===== src/design/ldfp_pkg.sv =====
// ---------------------------------------------------------------------------
// Labeled decimal field parser package
// Shared widths, character codes, state encodings and the result record.
// ---------------------------------------------------------------------------
`timescale 1ns / 1ps
`default_nettype none

package ldfp_pkg;

  localparam int FRAC_DIGITS = 3;
  localparam int VALUE_BITS  = 32;
  localparam int MAG_BITS    = VALUE_BITS - 1;
  localparam int CH_BITS     = 8;
  localparam int CFG_IDX_W   = 1;
  localparam int FRAC_CNT_W  = 3;
  localparam int SCALE_BITS  = $clog2(10 ** FRAC_DIGITS + 1);
  localparam int PROD_BITS   = MAG_BITS + SCALE_BITS;
  localparam int ACC_BITS    = MAG_BITS + 4;
  localparam int OUT_TDATA_W = ((VALUE_BITS + 7) / 8) * 8;
  localparam int OUT_TUSER_W = 2;

  localparam logic [MAG_BITS-1:0] MAG_MAX = '1;

  localparam logic [CH_BITS-1:0] CH_MINUS = 8'h2d;
  localparam logic [CH_BITS-1:0] CH_PLUS  = 8'h2b;
  localparam logic [CH_BITS-1:0] CH_SEMI  = 8'h3b;
  localparam logic [CH_BITS-1:0] CH_NL    = 8'h0a;
  localparam logic [CH_BITS-1:0] CH_DOT   = 8'h2e;
  localparam logic [CH_BITS-1:0] CH_SPACE = 8'h20;
  localparam logic [CH_BITS-1:0] CH_ZERO  = 8'h30;
  localparam logic [CH_BITS-1:0] CH_NINE  = 8'h39;

  localparam logic [CH_BITS-1:0] LABEL_FIRST_RST  = 8'd86;
  localparam logic [CH_BITS-1:0] LABEL_SECOND_RST = 8'd58;

  typedef enum logic [3:0] {
    PH_SEARCH = 4'b0001,
    PH_SIGN   = 4'b0010,
    PH_DIGITS = 4'b0100,
    PH_STOP   = 4'b1000
  } phase_t;

  typedef enum logic [CFG_IDX_W-1:0] {
    REG_LABEL_FIRST  = 1'b0,
    REG_LABEL_SECOND = 1'b1
  } cfg_reg_t;

  typedef struct packed {
    logic [VALUE_BITS-1:0] value;
    logic                  found;
    logic                  saturated;
  } result_t;

  // Scale factor that pads the missing fraction digits with zeros.
  function automatic logic [SCALE_BITS-1:0] pow10(input logic [FRAC_CNT_W-1:0] n);
    logic [SCALE_BITS-1:0] p;
    p = SCALE_BITS'(1);
    for (int i = 0; i < FRAC_DIGITS; i++) begin
      if (i < int'(n)) begin
        p = SCALE_BITS'(p * SCALE_BITS'(10));
      end
    end
    return p;
  endfunction

endpackage

`default_nettype wire


===== src/design/labeled_decimal_field_parser.sv =====
// ---------------------------------------------------------------------------
// Labeled decimal field parser
// Finds a two-character label in a text line and converts the decimal
// number after it into a saturated signed fixed-point value.
// ---------------------------------------------------------------------------
// The block takes one character per clock cycle on the input stream while
// in_tready is high; a transaction with in_tlast high marks the end of the
// line and produces exactly one result transaction, holding the value in
// units of 10^-3, a found flag and a saturation flag. The per-character step
// is a compare and a multiply-by-ten accumulate into the line state
// registers, and the end-of-line step is one multiply by a power of ten that
// pads the fraction, so the block sustains that rate. An output register
// with a skid stage lets input keep flowing while a result waits.
`timescale 1ns / 1ps
`default_nettype none

module labeled_decimal_field_parser (
  input  logic                                clk,
  input  logic                                rst_n,
  input  logic                                cfg_we,
  input  logic [ldfp_pkg::CFG_IDX_W-1:0]      cfg_index,
  input  logic [ldfp_pkg::CH_BITS-1:0]        cfg_wdata,
  input  logic                                in_tvalid,
  output logic                                in_tready,
  input  logic [ldfp_pkg::CH_BITS-1:0]        in_tdata,   // ch
  input  logic                                in_tlast,   // line_end
  output logic                                out_tvalid,
  input  logic                                out_tready,
  output logic [ldfp_pkg::OUT_TDATA_W-1:0]    out_tdata,  // value
  output logic [ldfp_pkg::OUT_TUSER_W-1:0]    out_tuser   // found, saturated
);
  import ldfp_pkg::*;

  logic [CH_BITS-1:0]    label_first_r;
  logic [CH_BITS-1:0]    label_second_r;

  phase_t                phase_r, phase_nxt;
  logic                  prev_r, prev_nxt;
  logic [MAG_BITS-1:0]   mag_r, mag_nxt;
  logic                  neg_r, neg_nxt;
  logic                  pt_r, pt_nxt;
  logic [FRAC_CNT_W-1:0] fcnt_r, fcnt_nxt;
  logic                  ovf_r, ovf_nxt;

  result_t               main_r, main_nxt;
  logic                  main_v_r, main_v_nxt;
  result_t               skid_r, skid_nxt;
  logic                  skid_v_r, skid_v_nxt;

  logic                  accept;
  logic                  digit_mode;
  logic                  is_digit;
  logic                  push;
  logic [3:0]            digit;
  logic [ACC_BITS-1:0]   acc;

  logic [FRAC_CNT_W-1:0] pad_n;
  logic [PROD_BITS-1:0]  prod;
  logic                  sat;
  logic [MAG_BITS-1:0]   mag_final;
  logic [VALUE_BITS-1:0] mag_ext;
  result_t               res;

  assign accept    = in_tvalid && in_tready;
  assign in_tready = !skid_v_r;

  assign out_tvalid = main_v_r;
  assign out_tdata  = OUT_TDATA_W'(main_r.value);
  assign out_tuser  = {main_r.saturated, main_r.found};

  always_ff @(posedge clk) begin
    if (!rst_n) begin
      label_first_r  <= LABEL_FIRST_RST;
      label_second_r <= LABEL_SECOND_RST;
    end else if (cfg_we) begin
      case (cfg_reg_t'(cfg_index))
        REG_LABEL_FIRST:  label_first_r  <= cfg_wdata;
        REG_LABEL_SECOND: label_second_r <= cfg_wdata;
        default: ;
      endcase
    end
  end

  assign is_digit = in_tdata inside {[CH_ZERO:CH_NINE]};
  assign digit    = 4'(in_tdata - CH_ZERO);
  assign acc      = (ACC_BITS'(mag_r) << 3) + (ACC_BITS'(mag_r) << 1) + ACC_BITS'(digit);

  always_comb begin
    phase_nxt  = phase_r;
    prev_nxt   = prev_r;
    mag_nxt    = mag_r;
    neg_nxt    = neg_r;
    pt_nxt     = pt_r;
    fcnt_nxt   = fcnt_r;
    ovf_nxt    = ovf_r;
    digit_mode = 1'b0;
    push       = 1'b0;

    case (phase_r)
      PH_SEARCH: begin
        if (prev_r && in_tdata == label_second_r) begin
          phase_nxt = PH_SIGN;
          prev_nxt  = 1'b0;
        end else begin
          prev_nxt = (in_tdata == label_first_r);
        end
      end
      PH_SIGN: begin
        if (in_tdata != CH_SPACE) begin
          phase_nxt = PH_DIGITS;
          if (in_tdata == CH_MINUS) begin
            neg_nxt = 1'b1;
          end else if (in_tdata != CH_PLUS) begin
            digit_mode = 1'b1;
          end
        end
      end
      PH_DIGITS: begin
        digit_mode = 1'b1;
      end
      default: ;
    endcase

    if (digit_mode) begin
      if (in_tdata == CH_SEMI || in_tdata == CH_NL) begin
        phase_nxt = PH_STOP;
      end else if (in_tdata == CH_DOT) begin
        pt_nxt = 1'b1;
      end else if (is_digit) begin
        if (!pt_r) begin
          push = 1'b1;
        end else if (fcnt_r < FRAC_CNT_W'(FRAC_DIGITS)) begin
          push     = 1'b1;
          fcnt_nxt = fcnt_r + 1'b1;
        end
      end else begin
        phase_nxt = PH_STOP;
      end
    end

    if (push && !ovf_r) begin
      if (acc > ACC_BITS'(MAG_MAX)) begin
        mag_nxt = MAG_MAX;
        ovf_nxt = 1'b1;
      end else begin
        mag_nxt = acc[MAG_BITS-1:0];
      end
    end
  end

  always_ff @(posedge clk) begin
    if (!rst_n) begin
      phase_r <= PH_SEARCH;
      prev_r  <= 1'b0;
      mag_r   <= '0;
      neg_r   <= 1'b0;
      pt_r    <= 1'b0;
      fcnt_r  <= '0;
      ovf_r   <= 1'b0;
    end else if (accept) begin
      if (in_tlast) begin
        phase_r <= PH_SEARCH;
        prev_r  <= 1'b0;
        mag_r   <= '0;
        neg_r   <= 1'b0;
        pt_r    <= 1'b0;
        fcnt_r  <= '0;
        ovf_r   <= 1'b0;
      end else begin
        phase_r <= phase_nxt;
        prev_r  <= prev_nxt;
        mag_r   <= mag_nxt;
        neg_r   <= neg_nxt;
        pt_r    <= pt_nxt;
        fcnt_r  <= fcnt_nxt;
        ovf_r   <= ovf_nxt;
      end
    end
  end

  // The fraction is padded in one step: scaling by 10^n overflows exactly
  // when the digit-by-digit padding would have clamped.
  assign pad_n     = FRAC_CNT_W'(FRAC_DIGITS) - fcnt_r;
  assign prod      = PROD_BITS'(mag_r) * PROD_BITS'(pow10(pad_n));
  assign sat       = ovf_r || (prod > PROD_BITS'(MAG_MAX));
  assign mag_final = sat ? MAG_MAX : prod[MAG_BITS-1:0];
  assign mag_ext   = VALUE_BITS'(mag_final);

  always_comb begin
    if (phase_r == PH_SEARCH) begin
      res.value     = '0;
      res.found     = 1'b0;
      res.saturated = 1'b0;
    end else begin
      res.value     = neg_r ? (~mag_ext + 1'b1) : mag_ext;
      res.found     = 1'b1;
      res.saturated = sat;
    end
  end

  always_comb begin
    main_nxt   = main_r;
    main_v_nxt = main_v_r;
    skid_nxt   = skid_r;
    skid_v_nxt = skid_v_r;
    if (main_v_r && !out_tready) begin
      if (accept && in_tlast) begin
        skid_nxt   = res;
        skid_v_nxt = 1'b1;
      end
    end else if (skid_v_r) begin
      main_nxt   = skid_r;
      main_v_nxt = 1'b1;
      skid_v_nxt = 1'b0;
    end else begin
      main_nxt   = res;
      main_v_nxt = accept && in_tlast;
    end
  end

  always_ff @(posedge clk) begin
    if (!rst_n) begin
      main_v_r <= 1'b0;
      skid_v_r <= 1'b0;
    end else begin
      main_v_r <= main_v_nxt;
      skid_v_r <= skid_v_nxt;
    end
    main_r <= main_nxt;
    skid_r <= skid_nxt;
  end

endmodule

`default_nettype wire


===== config.mk =====
export PLATFORM = sky130hd
export DESIGN_NAME = labeled_decimal_field_parser
export DESIGN_NICKNAME = d
export VERILOG_FILES = /design/src/design/ldfp_pkg.sv /design/src/design/labeled_decimal_field_parser.sv
export SDC_FILE = /design/constraint.sdc
export NUM_CORES = 1
export LEC_CHECK = 0
export BUFFER_PORTS_ARGS = -buffer_cell sky130_fd_sc_hd__buf_2
export CORE_UTILIZATION = 60
export CTS_CLUSTER_SIZE = 25
export DETAILED_ROUTE_END_ITERATION = 16
export HOLD_SLACK_MARGIN = 0.05
export PLACE_DENSITY = 0.75
export SYNTH_ARGS = -nofsm -noshare
export SYNTH_HDL_FRONTEND = slang
export SYNTH_SLANG_ARGS = --single-unit

===== constraint.sdc =====
create_clock -name clk -period 11.9 [get_ports clk]
set_clock_uncertainty 0.1 [all_clocks]
set_input_delay 1.19 -clock clk [delete_from_list [all_inputs] [get_ports clk]]
set_output_delay 1.19 -clock clk [all_outputs]
set_load 0.01 [all_outputs]

Word-level counts from Yosys, hierarchy flattened

Cells that the tools add are included.

Register bits after elaboration: 128
Input port bits: 23
Output and inout port bits: 36
Word-level logic and storage cells: 131

Add/sub/neg operators: 6
$mul: 3
$lt $le $gt $ge: 8
Eq/ne operators: 13
Multiplexer cells: 50
Bitwise gates (word level): 2
Reduce and logical (&&, ||, !) cells: 32

Operators with widths:

| cell                                                               | count |
|---|---|
| 2-to-1 mux 31 bit                                                  | 4 |
| 2-to-1 mux 34 bit                                                  | 2 |
| greater-than comparator 41 x 31 -> 1 bit (second input constant)   | 1 |
| multiplier 31 x 10 -> 41 bit                                       | 1 |
| adder 34 x 32 -> 35 bit                                            | 1 |
| adder 35 x 4 -> 35 bit                                             | 1 |
| greater-than comparator 35 x 31 -> 1 bit (second input constant)   | 1 |
| adder 32 x 1 -> 32 bit (second input constant)                     | 1 |
| 2-to-1 mux 32 bit                                                  | 1 |
| 2-to-1 mux 4 bit                                                   | 8 |
| inverter 31 -> 32 bit                                              | 1 |
| equality test 8 x 6 -> 1 bit (second input constant)               | 3 |
| 2-to-1 mux 1 bit                                                   | 24 |
| nonzero test 2 bit                                                 | 11 |
| 2-to-1 mux 3 bit                                                   | 7 |
| multiplier 10 x 3 -> 9 bit (second input constant)                 | 2 |
| 2-to-1 mux 10 bit                                                  | 2 |
| equality test 8 bit                                                | 2 |
| != test 8 x 6 -> 1 bit (second input constant)                     | 2 |
| AND reduction 2 bit                                                | 6 |
| equality test 8 x 4 -> 1 bit (second input constant)               | 1 |
| greater-or-equal comparator 8 x 6 -> 1 bit (second input constant) | 1 |
| <= comparator 8 x 6 -> 1 bit (second input constant)               | 1 |
| one-hot mux 4 bit (2 select lines)                                 | 1 |
| other kinds (18)                                                   | 29 |

Logic depth before layout (Yosys ltp)

Depth after elaboration: 16
Depth in mapped cells: 40
Mapped depth without buffers: 36

Least setup slack after synthesis

No wires, ideal clock.

Path type: register -> register
From: register fcnt_r[2]
To: register main_r (netlist bit out_tdata[30]) (data pin)
Library setup time: 261 ps
Data arrival time: 8855 ps
Data required time: 11539 ps
Setup slack: 2684 ps
Stages on the path, launching flop included: 39
Buffers on the path: 4
Period minus slack after synthesis: 9216 ps
Cells stage by stage: dfxtp_1 > nand2b_1 > clkbuf_1 > clkbuf_1 > and3_1 > inv_1 > fa_1 > fa_1 > inv_1 > fa_1 > fa_1 > inv_1 > fa_1 > inv_1 > ha_1 > buf_2 > nand2_1 > o21ai_0 > [3 not listed] > xor2_1 > o211ai_1 > a2111oi_4 > nand2_1 > clkbuf_1 > nor2_1 > ha_1 > or3b_2 > nor2_1 > o21ai_0 > nor4_1 > and3_1 > nand2_1 > nor4_2 > and4b_1 > mux2i_1 > a21oi_1 > o21ai_1

Cells in the longest elaborated chain, start to end: 16
Elaborated cells on any way between the ends: 18
Classes of those cells: add/sub (2); mul (3); order compare (4); mux (7); bitwise (1); reduce/logical (1)

Ends and longest elaborated chain:

| element                                  | RTL line                            | RTL |
|---|---|---|
| start, declared                          | labeled_decimal_field_parser.sv:42  | `logic [FRAC_CNT_W-1:0] fcnt_r, fcnt_nxt;` |
| start signal, assigned                   | labeled_decimal_field_parser.sv:175 | `fcnt_r <= fcnt_nxt;` |
| subtractor 2 x 3 -> 3 bit (*)            | labeled_decimal_field_parser.sv:183 | `assign pad_n = FRAC_CNT_W'(FRAC_DIGITS) - fcnt_r;` |
| less-than comparator 1 x 3 -> 1 bit      | ldfp_pkg.sv:59                      | `if (i < int'(n)) begin` |
| 2-to-1 mux 4 bit                         | ldfp_pkg.sv:59                      |  |
| multiplier 10 x 3 -> 9 bit               | ldfp_pkg.sv:60                      | `p = SCALE_BITS'(p * SCALE_BITS'(10));` |
| 2-to-1 mux 10 bit                        | ldfp_pkg.sv:59                      |  |
| multiplier 10 x 3 -> 9 bit               | ldfp_pkg.sv:60                      |  |
| 2-to-1 mux 10 bit (*)                    | ldfp_pkg.sv:59                      |  |
| multiplier 31 x 10 -> 41 bit (*)         | labeled_decimal_field_parser.sv:184 | `assign prod = PROD_BITS'(mag_r) * PROD_BITS'(pow10(pad_n));` |
| greater-than comparator 41 x 31 -> 1 bit | labeled_decimal_field_parser.sv:185 | `assign sat = ovf_r \|\| (prod > PROD_BITS'(MAG_MAX));` |
| logical OR 1 bit                         | labeled_decimal_field_parser.sv:185 |  |
| 2-to-1 mux 31 bit (*)                    | labeled_decimal_field_parser.sv:186 | `assign mag_final = sat ? MAG_MAX : prod[MAG_BITS-1:0];` |
| inverter 31 -> 32 bit                    | labeled_decimal_field_parser.sv:195 | `res.value = neg_r ? (~mag_ext + 1'b1) : mag_ext;` |
| adder 32 x 1 -> 32 bit                   | labeled_decimal_field_parser.sv:195 |  |
| 2-to-1 mux 32 bit (*)                    | labeled_decimal_field_parser.sv:195 |  |
| 2-to-1 mux 34 bit (*)                    | labeled_decimal_field_parser.sv:190 | `if (phase_r == PH_SEARCH) begin` |
| 2-to-1 mux 34 bit (*)                    | labeled_decimal_field_parser.sv:211 | `end else if (skid_v_r) begin` |
| end signal, assigned                     | labeled_decimal_field_parser.sv:229 | `main_r <= main_nxt;` |
| end, declared                            | labeled_decimal_field_parser.sv:45  | `result_t main_r, main_nxt;` |

Every way passes the cells marked *; elsewhere a longest branch is shown, timed or not.
A chain may end at the register's enable or synchronous reset.

Final worst setup path

From: register fcnt_r[2]
To: register main_r (netlist bit out_tdata[24]) (data pin)

Same word-level chain as after synthesis.

==> out/metrics.yaml <==
synth:
  seq_area_frac_synth_pct: 18.27
  yosysTopAreaCell: "fa_1"
  yosys.cell_types.count: 87
  synthTopCellsByArea: "fa_1 (26%), edfxtp_1 (12%), ha_1 (9.9%), dfxtp_1 (6.8%), nand2_1 (6.2%)"
  yosysTopAreaCellShare_pct: 26.27
  synth_area_mm2: 0.01776
  synth_edf_count: 68
  netlist_instances: 2017
  avgSynthCellArea_um2: 8.803
  synth_async_sr_flop_share_pct: 0
  ys.warnings.count: 0
  synthFlopType: "edfxtp_1"
  ys_seq_elements: 128
clock_tree:
  cts_buffers: 17
  cts_tree: "built"
  cts_root_buf: "clkbuf_16"
  cts_resized: 0
  insertion_delay_ps: 440
  clkSinkCount: 128
  h-tree-depth: 4
  cts_hold_buf: 0
  cts_max_path_buffers: 2
  cts_setup_buffers: 0
  clk_pin_slew_worst_paths_ps: 70
timing:
  setup_tns_ps: 0
  worst_pin_slew_ps: 1214
  setup_viol: 0
  finalCriticalPeriod_ps: 10890
  maxSlewHeadroom_pct: 19.03
  final_max_slew_viol_count: 0
  grt_setup_unrepaired: "no"
  fmax_mhz: 91.85
  hold_viol: 0
  finalCritPeriodShare_pct: 91.49
pwr:
  p_switching_uw: 339.0
  p_int_uw: 810.3
  p_clk_share_pct: 47.1
  p_seq_share_pct: 41.2
  p_leak_uw: 0.009472
  power.density_mw_per_mm2: 60.60
  ir_worst_vdd_uv: 90.47
  p_sw_share_pct: 29.50
  comb_power_share_pct: 11.7
drt:
  drtIter0Drc: 1204
  routed_wl_um: 43190
  wire_per_inst_um: 17.68
  vias: 14691
  final_antenna_net_count: 0
  vias_per_cell: 6.014
  drc: 0
  drtPass1Iterations: 5
cells_and_area:
  fin_area_mm2: 0.01897
  diodes: 0
  multi_input_area_mm2: 0.01338
  drive_gt1_share_pct: 6.848
  fin_nets: 2442
  fillers: 2477
  area_growth_pct: 6.821
  regArea_mm2: 0.003243
die:
  die_h_um: 174.0
  die_w_um: 174.0
  io_pins: 59
  core_mm2: 0.02894
  dieArea_mm2: 0.03028
  initial_core_util_pct: 61.36
  rows: 62
global_routing:
  grt_antenna_before_repair: 0
  overflow: 0
  grt_usage_pct: 29.90
  grt_first_pass_wirelength_um: 73370
  grt_max_degree: 66
  first_global_vias: 14970
worst_setup_path:
  path_common_cell: "fa_1"
  crit_path_end_kind: "register"
  critPathMaxStageDelay_ps: 730
  cp-start-kind: "register"
  critical_path_arrival_ps: 10970
  crit_fanout: 26
  critPathKind: "register to register"
  cp.required_ps: 11990
  cp_slowest_cell: "nor2_2"
placement:
  dp_hpwl_um: 33240
  io_buffers: 58
  gp_congestion: 0.9179
  place_area_mm2: 0.01839
outcome:
  status: "finished, final reports clean"
flow_run:
  drv_cap: 0
hold_path:
  hold_class: "register to register"
## cell families (layout without fill, tap and decap cells)
kind of cell               after synthesis  in the layout  share of synthesized area (%)
AOI/OAI and AO/OA                      405            405                          15.08
xor gates and xnor gates                71             71                          3.502
adders and majority gates              373            373                          36.14
buffers and inverters                  330            343                          7.138
DFF                                    128            128                          18.27
muxes                                   22             22                          1.268
other                                    2             31                        0.04230
and+or+nand+nor                        686            686                          18.57
## routing by layer
metal	vias up	track usage (%)	part of all wire [%]
li1	6871	-	-
met1	7242	38.95	43
met2	491	52.20	49
met3	87	3.325	5.3
met4	0	9.320	2.6
met5	-	0	0
## critical path: cells and delay by family, from the launching register on
kind | cells | cell delay [ps]
buffers and inverters | 5 | 820
multiplexers | 1 | 140
XOR/XNOR | 1 | 150
AND/OR/NAND/NOR | 11 | 3330
flip-flops | 1 | 350
AO/OA/AOI/OAI | 11 | 2550
adder cells (fa/ha/maj) | 7 | 3200
## cell usage after synthesis (all sizes together), types with 5 or more instances
cell and instances:
a2111oi 6, a211o 5, a211oi 12, a21boi 15, a21o 16, a21oi 121
a221o 29, a31oi 29, and2 52, and3 55, and3b 6, buf 15
clkbuf 76, dfxtp 60, edfxtp 68, fa 233, ha 140, inv 239
mux2i 18, nand2 295, nand2b 17, nand3 44, nand3b 5, nand4 16
nor2 115, nor2b 11, nor3 22, nor3b 8, nor4 10, o211ai 9
o21a 13, o21ai 100, o21bai 6, o31ai 11, or3 10, xnor2 41
xor2 30
## cell type report
type / count / area share [%]
clock buffer: 17 / 2.243
clock inverter: 15 / 0.7784
inverter: 239 / 4.730
multi-input combinational: 1588 / 70.53
sequential: 128 / 17.10
tap: 384 / 2.533
timing repair buffer: 72 / 2.085
## flip-flops by register name, summed over array words and instances (netlist names), 2 cells and up
name,flops
fcnt_r,3
label_first_r,8
label_second_r,8
mag_r,31
out_tdata,32
out_tuser,2
phase_r,4
skid_r,34
## final timing paths
path	startpoint	endpoint	slack (ps)	cells after the start
worst min register to register	label_second_r[2]	label_second_r[2]	380	2
worst max register to register	fcnt_r[2]	out_tdata[24]	1010	36
worst min-delay path	label_second_r[2]	label_second_r[2]	380	2
worst max-delay path	fcnt_r[2]	out_tdata[24]	1010	36
## layout by cell type, fill, tap and decap left out, drive strengths merged, types with 15 or more instances in the layout
cell type and n:
nand3 44, buf 72, a31oi 29, nor3 22, and2 52, inv 247
mux2i 18, o21ai 100, xnor2 41, a21boi 15, xor2 30, nand2b 17
a221o 29, ha 140, a21oi 121, nand2 295, conb 31, nor2 115
dfxtp 60, edfxtp 68, a21o 16, and3 55, nand4 16, clkbuf 17
fa 233
## power by group through the flow
stage | sequential [µW] | clock [µW] | combinational, µW
after floorplan | 486 | 0 | 93.3
after global placement | 484 | 0 | 129
after detailed placement | 484 | 0 | 132
after CTS | 474 | 547 | 133
after global routing | 475 | 561 | 150
final | 474 | 541 | 134
## metrics by stage
| stage | std cells | setup slack, ps | util, % | total power, µW | hold WS (ps) |
|---|---|---|---|---|---|
| 5_1_grt | 2443 | 189.0 | 65.55 | 1185 | 402.2 |
| 4_1_cts | 2443 | 1131 | 65.55 | 1153 | 380.2 |
| 6_report | 2443 | 1013 | 65.55 | 1149 | 377.3 |
| 3_5_place_dp | 2411 | 1183 | 63.57 | 615.9 | 370.4 |
| 3_3_place_gp | 2411 | 1460 | 63.57 | 612.6 | 361.8 |
| 2_1_floorplan | 2046 | 2684 | - | 579.2 | 351.8 |
Power figures use the tool's default switching activity.
